`config.mk`:
```
export PLATFORM = sky130hd
export DESIGN_NAME = clone_memory_paging_unit_flat
export DESIGN_NICKNAME = d
export VERILOG_FILES = /design/src/hdl/cmpu_pkg.sv /design/src/hdl/cmpu_cmd_if.sv /design/src/hdl/cmpu_rsp_if.sv /design/src/hdl/cmpu_cfg_if.sv /design/src/hdl/clone_memory_paging_unit.sv /design/src/flat_wrapper.sv
export SDC_FILE = /design/constraint.sdc
export NUM_CORES = 1
export LEC_CHECK = 0
export ABC_AREA = 1
export BUFFER_PORTS_ARGS = -buffer_cell sky130_fd_sc_hd__buf_2
export CAP_MARGIN = 30
export CORE_MARGIN = 4
export CORE_UTILIZATION = 25
export DETAILED_ROUTE_END_ITERATION = 6
export HOLD_SLACK_MARGIN = 0.08
export SLEW_MARGIN = 25
export SYNTH_ARGS = -nofsm -noshare
export SYNTH_HDL_FRONTEND = slang
export SYNTH_SLANG_ARGS = --single-unit
```
`constraint.sdc`:
```
create_clock -name clk -period 3.77 [get_ports clk]
set_clock_uncertainty 0.1 [all_clocks]
set_input_delay 0.1885 -clock clk [delete_from_list [all_inputs] [get_ports clk]]
set_output_delay 0.1885 -clock clk [all_outputs]
set_load 0.03 [all_outputs]
```
`src/hdl/cmpu_pkg.sv`:
```
// ---------------------------------------------------------------------------
// cmpu_pkg
// Types and constants used by the clone memory paging unit: command
// codes, register indexes, port decode masks.
// ---------------------------------------------------------------------------
package cmpu_pkg;

  // bus event codes carried by the command field
  typedef enum logic [2:0] {
    CMD_PORT_WRITE = 3'd0,
    CMD_FETCH      = 3'd1,
    CMD_ACCESS     = 3'd2,
    CMD_MAGIC_NMI  = 3'd3,
    CMD_RESET      = 3'd4
  } command_t;

  // configuration register indexes
  localparam logic CFG_MACHINE_MODEL = 1'b0;
  localparam logic CFG_SERVICE_ROM   = 1'b1;

  // machine model codes
  localparam logic MODEL_1024K = 1'b0;
  localparam logic MODEL_256K  = 1'b1;

  // port decode, 1024K model
  localparam logic [15:0] MAIN_MASK_1024  = 16'h8002;
  localparam logic [15:0] HIGH_MASK_1024  = 16'hF002;
  localparam logic [15:0] HIGH_MATCH_1024 = 16'hD000;

  // port decode, 256K model
  localparam logic [15:0] PORT_MASK_256   = 16'hC023;
  localparam logic [15:0] MAIN_MATCH_256  = 16'h4021;
  localparam logic [15:0] EXTRA_MATCH_256 = 16'h0021;

  // disk rom entry trap window, upper address byte
  localparam logic [7:0] TRAP_ENTRY_HI = 8'h3D;

  // fixed ram pages of the middle windows
  localparam logic [5:0] PAGE_WIN1 = 6'd5;
  localparam logic [5:0] PAGE_WIN2 = 6'd2;

  // screen pages
  localparam logic [2:0] SCREEN_NORMAL = 3'd5;
  localparam logic [2:0] SCREEN_SHADOW = 3'd7;

  // border colour after reset
  localparam logic [2:0] BORDER_RESET = 3'd7;

  // latches and flags of the paging unit
  typedef struct packed {
    logic [7:0] main_latch;
    logic [7:0] extra_latch;
    logic       high_page;
    logic       lock;
    logic       nmi_pending;
    logic       disk_active;
    logic [2:0] border;
    logic       speaker;
  } paging_state_t;

endpackage

```
`src/hdl/cmpu_cmd_if.sv`:
```
// ---------------------------------------------------------------------------
// cmpu_cmd_if
// Bus event channel into the paging unit: command, address and data word.
// ---------------------------------------------------------------------------
interface cmpu_cmd_if;
  logic        valid;
  logic        ready;
  logic [2:0]  command;
  logic [15:0] address;
  logic [7:0]  data;

  modport source (output valid, command, address, data, input ready);
  modport sink   (input valid, command, address, data, output ready);
endinterface

```
`src/hdl/cmpu_rsp_if.sv`:
```
// ---------------------------------------------------------------------------
// cmpu_rsp_if
// Result channel out of the paging unit: mapping and status word.
// ---------------------------------------------------------------------------
interface cmpu_rsp_if;
  logic        valid;
  logic        ready;
  logic        target_is_ram;
  logic [5:0]  page;
  logic [13:0] offset;
  logic        writable;
  logic [2:0]  screen_page;
  logic        disk_rom_active;
  logic        paging_locked;
  logic [2:0]  border_color;
  logic        speaker_on;

  modport source (output valid, target_is_ram, page, offset, writable, screen_page,
                  disk_rom_active, paging_locked, border_color, speaker_on,
                  input ready);
  modport sink   (input valid, target_is_ram, page, offset, writable, screen_page,
                  disk_rom_active, paging_locked, border_color, speaker_on,
                  output ready);
endinterface

```
`src/hdl/cmpu_cfg_if.sv`:
```
// ---------------------------------------------------------------------------
// cmpu_cfg_if
// Configuration write channel: register index and write data.
// ---------------------------------------------------------------------------
interface cmpu_cfg_if;
  logic valid;
  logic ready;
  logic index;
  logic data;

  modport source (output valid, index, data, input ready);
  modport sink   (input valid, index, data, output ready);
endinterface

```
`src/hdl/clone_memory_paging_unit.sv`:
```
// ---------------------------------------------------------------------------
// clone_memory_paging_unit
// Paging unit of a 128K-style clone (1024K or 256K model): port latches,
// disk rom traps, and mapping of each address to a rom/ram page and offset.
// ---------------------------------------------------------------------------
//  channel  dir  contents
//  cfg      in   index, data (machine model, service rom present)
//  req      in   command, address, data
//  rsp      out  mapping (ram flag, page, offset, writable) and status
//
//  One word in, one word out; a new word is taken every cycle unless the result side stalls.
//  The latch update and the address decode sit
//  between the request handshake and the result register.
//  The request side stalls only while a result is held and rsp.ready is low.
//  rst clears the latches, flags, configuration and rsp.valid and sets the border to BORDER_RESET;
//  the cfg port is always ready.
module clone_memory_paging_unit
  import cmpu_pkg::*;
(
  input  logic       clk,
  input  logic       rst,
  cmpu_cfg_if.sink   cfg,
  cmpu_cmd_if.sink   req,
  cmpu_rsp_if.source rsp
);

  logic          machine_model;
  logic          service_rom;
  paging_state_t st;
  paging_state_t st_next;
  logic          accept;
  command_t      cmd;
  logic          low_ram;
  logic [1:0]    rom_page;
  logic [5:0]    top_page;
  logic          map_ram;
  logic [5:0]    map_page;
  logic [13:0]   map_offset;
  logic          map_wr;

  assign cmd    = command_t'(req.command);
  assign accept = req.valid && req.ready;

  // configuration registers
  assign cfg.ready = 1'b1;

  always_ff @(posedge clk) begin
    if (rst) begin
      machine_model <= MODEL_1024K;
      service_rom   <= 1'b0;
    end else if (cfg.valid) begin
      unique case (cfg.index)
        CFG_MACHINE_MODEL: machine_model <= cfg.data;
        CFG_SERVICE_ROM:   service_rom   <= cfg.data;
        default:           ;
      endcase
    end
  end

  // latch and flag update for one word
  always_comb begin
    st_next = st;
    case (cmd)
      CMD_PORT_WRITE: begin
        if (!req.address[0]) begin
          st_next.border  = req.data[2:0];
          st_next.speaker = req.data[4];
        end
        if (machine_model == MODEL_1024K) begin
          if ((req.address & MAIN_MASK_1024) == 16'h0000 && req.address[0] && !st.lock) begin
            st_next.main_latch = req.data;
            st_next.lock       = req.data[5];
          end
          if ((req.address & HIGH_MASK_1024) == HIGH_MATCH_1024) begin
            st_next.high_page = req.data[0];
          end
        end else begin
          if ((req.address & PORT_MASK_256) == MAIN_MATCH_256 && !st.lock) begin
            st_next.main_latch = req.data;
            st_next.lock       = req.data[5];
          end
          if ((req.address & PORT_MASK_256) == EXTRA_MATCH_256) begin
            st_next.extra_latch = req.data;
          end
        end
      end
      CMD_FETCH: begin
        // disk rom entry and exit traps
        if (req.address[15:8] == TRAP_ENTRY_HI) begin
          if (st.main_latch[4] &&
              !(machine_model == MODEL_256K && st.extra_latch[0] && !st.nmi_pending)) begin
            st_next.disk_active = 1'b1;
          end
        end else if (req.address[15:14] != 2'b00) begin
          st_next.nmi_pending = 1'b0;
          st_next.disk_active = 1'b0;
        end
      end
      CMD_MAGIC_NMI: begin
        st_next.nmi_pending = 1'b1;
        if (machine_model == MODEL_256K) begin
          st_next.disk_active = 1'b1;
        end
      end
      CMD_RESET: begin
        st_next             = '0;
        st_next.border      = BORDER_RESET;
        st_next.disk_active = (machine_model == MODEL_1024K) && service_rom;
      end
      default: ;
    endcase
  end

  // state registers
  always_ff @(posedge clk) begin
    if (rst) begin
      st <= '{main_latch: 8'h00, extra_latch: 8'h00, high_page: 1'b0, lock: 1'b0,
              nmi_pending: 1'b0, disk_active: 1'b0, border: BORDER_RESET,
              speaker: 1'b0};
    end else if (accept) begin
      st <= st_next;
    end
  end

  // rom page selection and top window page, from the updated latches
  always_comb begin
    low_ram = (machine_model == MODEL_256K) && st_next.extra_latch[0] && !st_next.nmi_pending;
    if (machine_model == MODEL_1024K) begin
      if (st_next.disk_active) begin
        rom_page = (service_rom && !st_next.main_latch[4]) ? 2'd2 : 2'd3;
      end else begin
        rom_page = {1'b0, st_next.main_latch[4]};
      end
      top_page = {st_next.high_page, st_next.main_latch[7:6], st_next.main_latch[2:0]};
    end else begin
      if (st_next.extra_latch[1]) begin
        rom_page = 2'd2;
      end else begin
        rom_page = {st_next.nmi_pending || st_next.disk_active, st_next.main_latch[4]};
      end
      top_page = {2'b00, st_next.extra_latch[4], st_next.main_latch[2:0]};
    end
  end

  // address decode for fetches and memory accesses
  always_comb begin
    map_ram    = 1'b0;
    map_page   = '0;
    map_offset = '0;
    map_wr     = 1'b0;
    if (cmd == CMD_FETCH || cmd == CMD_ACCESS) begin
      map_offset = req.address[13:0];
      case (req.address[15:14])
        2'd0: begin
          if (low_ram) begin
            map_ram = 1'b1;
            map_wr  = 1'b1;
          end else begin
            map_page = {4'b0000, rom_page};
          end
        end
        2'd1: begin
          map_ram  = 1'b1;
          map_page = PAGE_WIN1;
          map_wr   = 1'b1;
        end
        2'd2: begin
          map_ram  = 1'b1;
          map_page = PAGE_WIN2;
          map_wr   = 1'b1;
        end
        default: begin
          map_ram  = 1'b1;
          map_page = top_page;
          map_wr   = 1'b1;
        end
      endcase
    end
  end

  // result register
  assign req.ready = !rsp.valid || rsp.ready;

  always_ff @(posedge clk) begin
    if (rst) begin
      rsp.valid <= 1'b0;
    end else if (req.ready) begin
      rsp.valid <= req.valid;
    end
  end

  always_ff @(posedge clk) begin
    if (accept) begin
      rsp.target_is_ram   <= map_ram;
      rsp.page            <= map_page;
      rsp.offset          <= map_offset;
      rsp.writable        <= map_wr;
      rsp.screen_page     <= st_next.main_latch[3] ? SCREEN_SHADOW : SCREEN_NORMAL;
      rsp.disk_rom_active <= st_next.disk_active;
      rsp.paging_locked   <= st_next.lock;
      rsp.border_color    <= st_next.border;
      rsp.speaker_on      <= st_next.speaker;
    end
  end

`ifndef SYNTHESIS
  // lock holds until a machine reset word
  a_lock_holds: assert property (@(posedge clk) disable iff (rst)
    (st.lock && !(accept && cmd == CMD_RESET)) |=> st.lock)
    else $error("paging lock dropped without machine reset");

  // port writes give no mapping
  a_port_no_map: assert property (@(posedge clk) disable iff (rst)
    (accept && cmd == CMD_PORT_WRITE) |=>
      (!rsp.target_is_ram && rsp.page == 6'd0 && !rsp.writable && rsp.offset == 14'd0))
    else $error("mapping reported for a port write");

  // rom results carry a rom page and are never writable
  a_rom_page: assert property (@(posedge clk) disable iff (rst)
    (rsp.valid && !rsp.target_is_ram) |-> (rsp.page < 6'd4 && !rsp.writable))
    else $error("rom result with bad page or write enable");

  // the result reflects the latch state taken with it
  a_rsp_status: assert property (@(posedge clk) disable iff (rst)
    accept |=> (rsp.paging_locked == st.lock && rsp.disk_rom_active == st.disk_active))
    else $error("result status differs from latch state");
`endif

endmodule
```
`src/flat_wrapper.sv`:
```
// flat-port wrapper written by rule: the top's interface ports become plain ports
module clone_memory_paging_unit_flat import cmpu_pkg::*;
  (clk, rst, cfg_valid, cfg_index, cfg_data, cfg_ready, req_valid, req_command, req_address, req_data, req_ready, rsp_valid, rsp_target_is_ram, rsp_page, rsp_offset, rsp_writable, rsp_screen_page, rsp_disk_rom_active, rsp_paging_locked, rsp_border_color, rsp_speaker_on, rsp_ready);
  cmpu_cfg_if cfg_i ();
  cmpu_cmd_if req_i ();
  cmpu_rsp_if rsp_i ();
  input  logic clk;
  input  logic rst;
  input wire logic [$bits(cfg_i.valid)-1:0] cfg_valid;
  input wire logic [$bits(cfg_i.index)-1:0] cfg_index;
  input wire logic [$bits(cfg_i.data)-1:0] cfg_data;
  output wire logic [$bits(cfg_i.ready)-1:0] cfg_ready;
  input wire logic [$bits(req_i.valid)-1:0] req_valid;
  input wire logic [$bits(req_i.command)-1:0] req_command;
  input wire logic [$bits(req_i.address)-1:0] req_address;
  input wire logic [$bits(req_i.data)-1:0] req_data;
  output wire logic [$bits(req_i.ready)-1:0] req_ready;
  output wire logic [$bits(rsp_i.valid)-1:0] rsp_valid;
  output wire logic [$bits(rsp_i.target_is_ram)-1:0] rsp_target_is_ram;
  output wire logic [$bits(rsp_i.page)-1:0] rsp_page;
  output wire logic [$bits(rsp_i.offset)-1:0] rsp_offset;
  output wire logic [$bits(rsp_i.writable)-1:0] rsp_writable;
  output wire logic [$bits(rsp_i.screen_page)-1:0] rsp_screen_page;
  output wire logic [$bits(rsp_i.disk_rom_active)-1:0] rsp_disk_rom_active;
  output wire logic [$bits(rsp_i.paging_locked)-1:0] rsp_paging_locked;
  output wire logic [$bits(rsp_i.border_color)-1:0] rsp_border_color;
  output wire logic [$bits(rsp_i.speaker_on)-1:0] rsp_speaker_on;
  input wire logic [$bits(rsp_i.ready)-1:0] rsp_ready;
  assign cfg_i.valid = cfg_valid;
  assign cfg_i.index = cfg_index;
  assign cfg_i.data = cfg_data;
  assign cfg_ready = cfg_i.ready;
  assign req_i.valid = req_valid;
  assign req_i.command = req_command;
  assign req_i.address = req_address;
  assign req_i.data = req_data;
  assign req_ready = req_i.ready;
  assign rsp_valid = rsp_i.valid;
  assign rsp_target_is_ram = rsp_i.target_is_ram;
  assign rsp_page = rsp_i.page;
  assign rsp_offset = rsp_i.offset;
  assign rsp_writable = rsp_i.writable;
  assign rsp_screen_page = rsp_i.screen_page;
  assign rsp_disk_rom_active = rsp_i.disk_rom_active;
  assign rsp_paging_locked = rsp_i.paging_locked;
  assign rsp_border_color = rsp_i.border_color;
  assign rsp_speaker_on = rsp_i.speaker_on;
  assign rsp_i.ready = rsp_ready;
  clone_memory_paging_unit u_core (.clk(clk), .rst(rst), .cfg(cfg_i), .req(req_i), .rsp(rsp_i));
endmodule
```
==> impl_metrics.py <==
metrics = {
    "outcome": {
        "status": "finished, final reports clean",
    },
    "logic_synthesis": {
        "synth-edff-count": 28,
        "synth_area_leaders": "edfxtp_1 33%, dfxtp_1 17%, inv_1 8.5%",
        "syn-cell-area_um2": 2511,
        "synthFlopType": "edfxtp_1",
        "synth.distinct_cells": 31,
        "synth_commonest_cells": "57 x inv_1, 46 x nand2_1, 33 x nor2_1",
        "synthArstFlopShare": 0,
        "avgSynthCellArea_um2": 7.997,
        "synthCells": 314,
        "synth_top_cell_area_share": 0.3348,
        "synth_most_common_cell": "inv_1",
        "ys.warnings.count": 0,
        "ys_ff_latch": 49,
        "yosys.area.top_type": "edfxtp_1",
        "ys_seq_area_frac": 0.5022,
    },
    "route": {
        "ant_nets": 0,
        "detail_route.wl_per_cell_um": 12.22,
        "first_pass_iters": 4,
        "drt_iter0_drc": 112,
        "vias": 2230,
        "drc": 0,
        "vias_per_cell": 4.364,
        "drt_wl_total_mm": 6.245,
    },
    "finish": {
        "final_cells": 511,
        "diodes": 0,
        "syn_to_final_growth_pct": 21.03,
        "final_util": 0.3109,
        "postLayoutCellArea_um2": 3039,
        "final_layout_size_suffix_gt1_frac": 0.2328,
        "final_nets": 411,
    },
    "global_route": {
        "grt_pass1_vias": 2146,
        "grt_max_degree": 29,
        "grtUsageTotal": 0.1078,
        "grt-ovfl-total": 0,
        "grt_pass1_wl_mm": 10.09,
        "antenna_found_initial": 0,
    },
    "clock_tree": {
        "cts_setup_buffers": 0,
        "ctsHtreeMaxLevel": 2,
        "clk_latency_ns": 0.30,
        "clock_sink_count": 49,
        "root_buffer": "clkbuf_8",
        "cts_tree": "yes",
        "clock_path_buffers": 2,
        "clk_pin_slew_worst_paths_ns": 0.08,
        "cts_buffers": 5,
    },
    "timing": {
        "maxSlewViolCount": 0,
        "finalSetupViolCount": 0,
        "tns_ns": 0,
        "rsz0062_at_grt": "no",
        "setup_ws_ns": 1.603,
        "hold_violations": 0,
        "fin_crit_sh": 0.5748,
        "max_freq_mhz": 461.4,
        "slew_headroom": 0.4764,
        "min_period_ns": 2.167,
        "tightest_slew_ns": 0.7835,
    },
    "placement": {
        "placed_cell_area_um2": 2914,
        "numPortBuffers": 64,
        "dp_hpwl_mm": 4.734,
        "dp_slack_ns": 1.219,
        "gp_congestion": 0.8105,
        "dp_cells": 499,
    },
    "setup_path": {
        "critical_path_buf_inv_count": 3,
        "critPathTopFamily": "simple AND/OR/NAND/NOR gates",
        "cp_slowest_stage_delay_ns": 0.59,
        "crit_type": "flop to flop",
        "critPathSlowestCell": "nand2_1",
        "arrival_ns": 2.25,
        "cp-end-kind": "flop",
        "startpoint_type": "flop",
        "crit_fanout": 28,
        "crit_chain": "nand2_1 -> nand2_1 -> inv_1 -> buf_8 -> nor2_1 -> nor2_1 -> o21ai_0 -> inv_1",
        "crit_required_ns": 3.86,
    },
    "die": {
        "core_um2": 9774,
        "die_w_um": 108.2,
        "rows": 36,
        "fp.dieArea_um2": 11710,
        "io_pins": 68,
        "die_h_um": 108.2,
        "initial_core_util": 0.2569,
    },
    "pwr": {
        "leakage_nw": 1.405,
        "peakVddDrop_mv": 0.1791,
        "powerDensity_nw_per_um2": 374.0,
    },
    "worst_hold_path": {
        "hold_path.class": "input pin to flop",
    },
    "flow_run": {
        "max_cap_violations": 0,
    },
}
[cell usage in the layout (no fill, tap or decap), types with 2 or more instances in the layout]
cell,Yosys,layout
buf_2,1,64
inv_1,57,57
nand2_1,46,46
nor2_1,33,33
a21oi_1,31,31
o21ai_0,31,31
edfxtp_1,28,28
dfxtp_1,21,21
nand3_1,14,14
o21ai_1,10,10
clkbuf_8,0,5
nor2_4,3,3
or2_2,3,3
o31ai_1,3,3
conb_1,1,3
clkbuf_1,6,3
dlygate4sd3_1,0,3
nor2_2,2,2
nand2_2,2,2
inv_2,2,2
nor3_1,2,2
[power breakdown]
group	switching [mW]	total, mW	internal, mW	leakage [nW]
clock network	0.161	0.294	0.132	0.0395
logic	0.156	0.224	0.0675	0.913
registers	0.0147	0.619	0.605	0.452
[through the flow]
| stage | hold slack (ns) | power [mW] |
|---|---|---|
| 2_1_floorplan | 0.2404 | 0.7862 |
| 3_3_place_gp | 0.3432 | 0.8472 |
| 3_5_place_dp | 0.3577 | 0.8524 |
| 4_1_cts | 0.08542 | 1.154 |
| 5_1_grt | 0.09083 | 1.207 |
| 6_report | 0.09597 | 1.137 |
[registers in the layout, summed over array words and instances (netlist names)]
register and cells:
u_core.rsp.paging_locked 1, u_core.rsp.valid 1, u_core.rsp.page 6, u_core.rsp.screen_page 1
u_core.st 18, u_core.rsp.target_is_ram 1, u_core.machine_model 1, u_core.rsp.border_color 3
u_core.rsp.speaker_on 1, u_core.service_rom 1, u_core.rsp.offset 14, u_core.rsp.disk_rom_active 1
[final cells by class]
type | instances | area (um2)
inverters | 60 | 227.7
clock buffers | 8 | 80.08
well taps | 133 | 166.4
fillers | 1055 | 6735
multi-input cells | 192 | 930.9
flip-flops and latches | 49 | 1261
repair buffers | 69 | 372.9
[routing by layer]
layer / track usage / vias to the layer above / share of wire
met5: 0 / - / 0
li1: - / 1130 / -
met1: 0.1472 / 1007 / 0.47
met3: 0.02388 / 8 / 0.079
met4: 0.03607 / 0 / 0.016
met2: 0.1687 / 85 / 0.44
[timing repair]
item / 4_1_cts / 5_1_grt
endpoints found under the hold margin: 2 / 0
hold buffers: 3 / 0
gates resized for setup: 0 / 0
[kinds of logic after synthesis]
| family | count (synthesis) | share of synthesized area |
|---|---|---|
| flip-flops | 49 | 0.5022 |
| AND/OR/NAND/NOR | 110 | 0.1993 |
| buffers and inverters | 75 | 0.1300 |
| other | 1 | 0.001493 |
| AO/OA/AOI/OAI | 79 | 0.1669 |
[worst min-delay path, cell delays in order]
cell     delay, ns
buf_2         0.10
inv_1         0.04
nand2_1       0.06
a21oi_1       0.06
[final timing paths]
check,startpoint,to,slack (ns),cells after the start
max,u_core.rsp.valid,u_core.st[20],1.60,8
min,cfg_index,u_core.machine_model,0.1,4
max reg2reg,u_core.rsp.valid,u_core.st[20],1.60,8
min reg2reg,u_core.st[3],u_core.st[3],0.37,2
(Power assumes the default switching activity.)
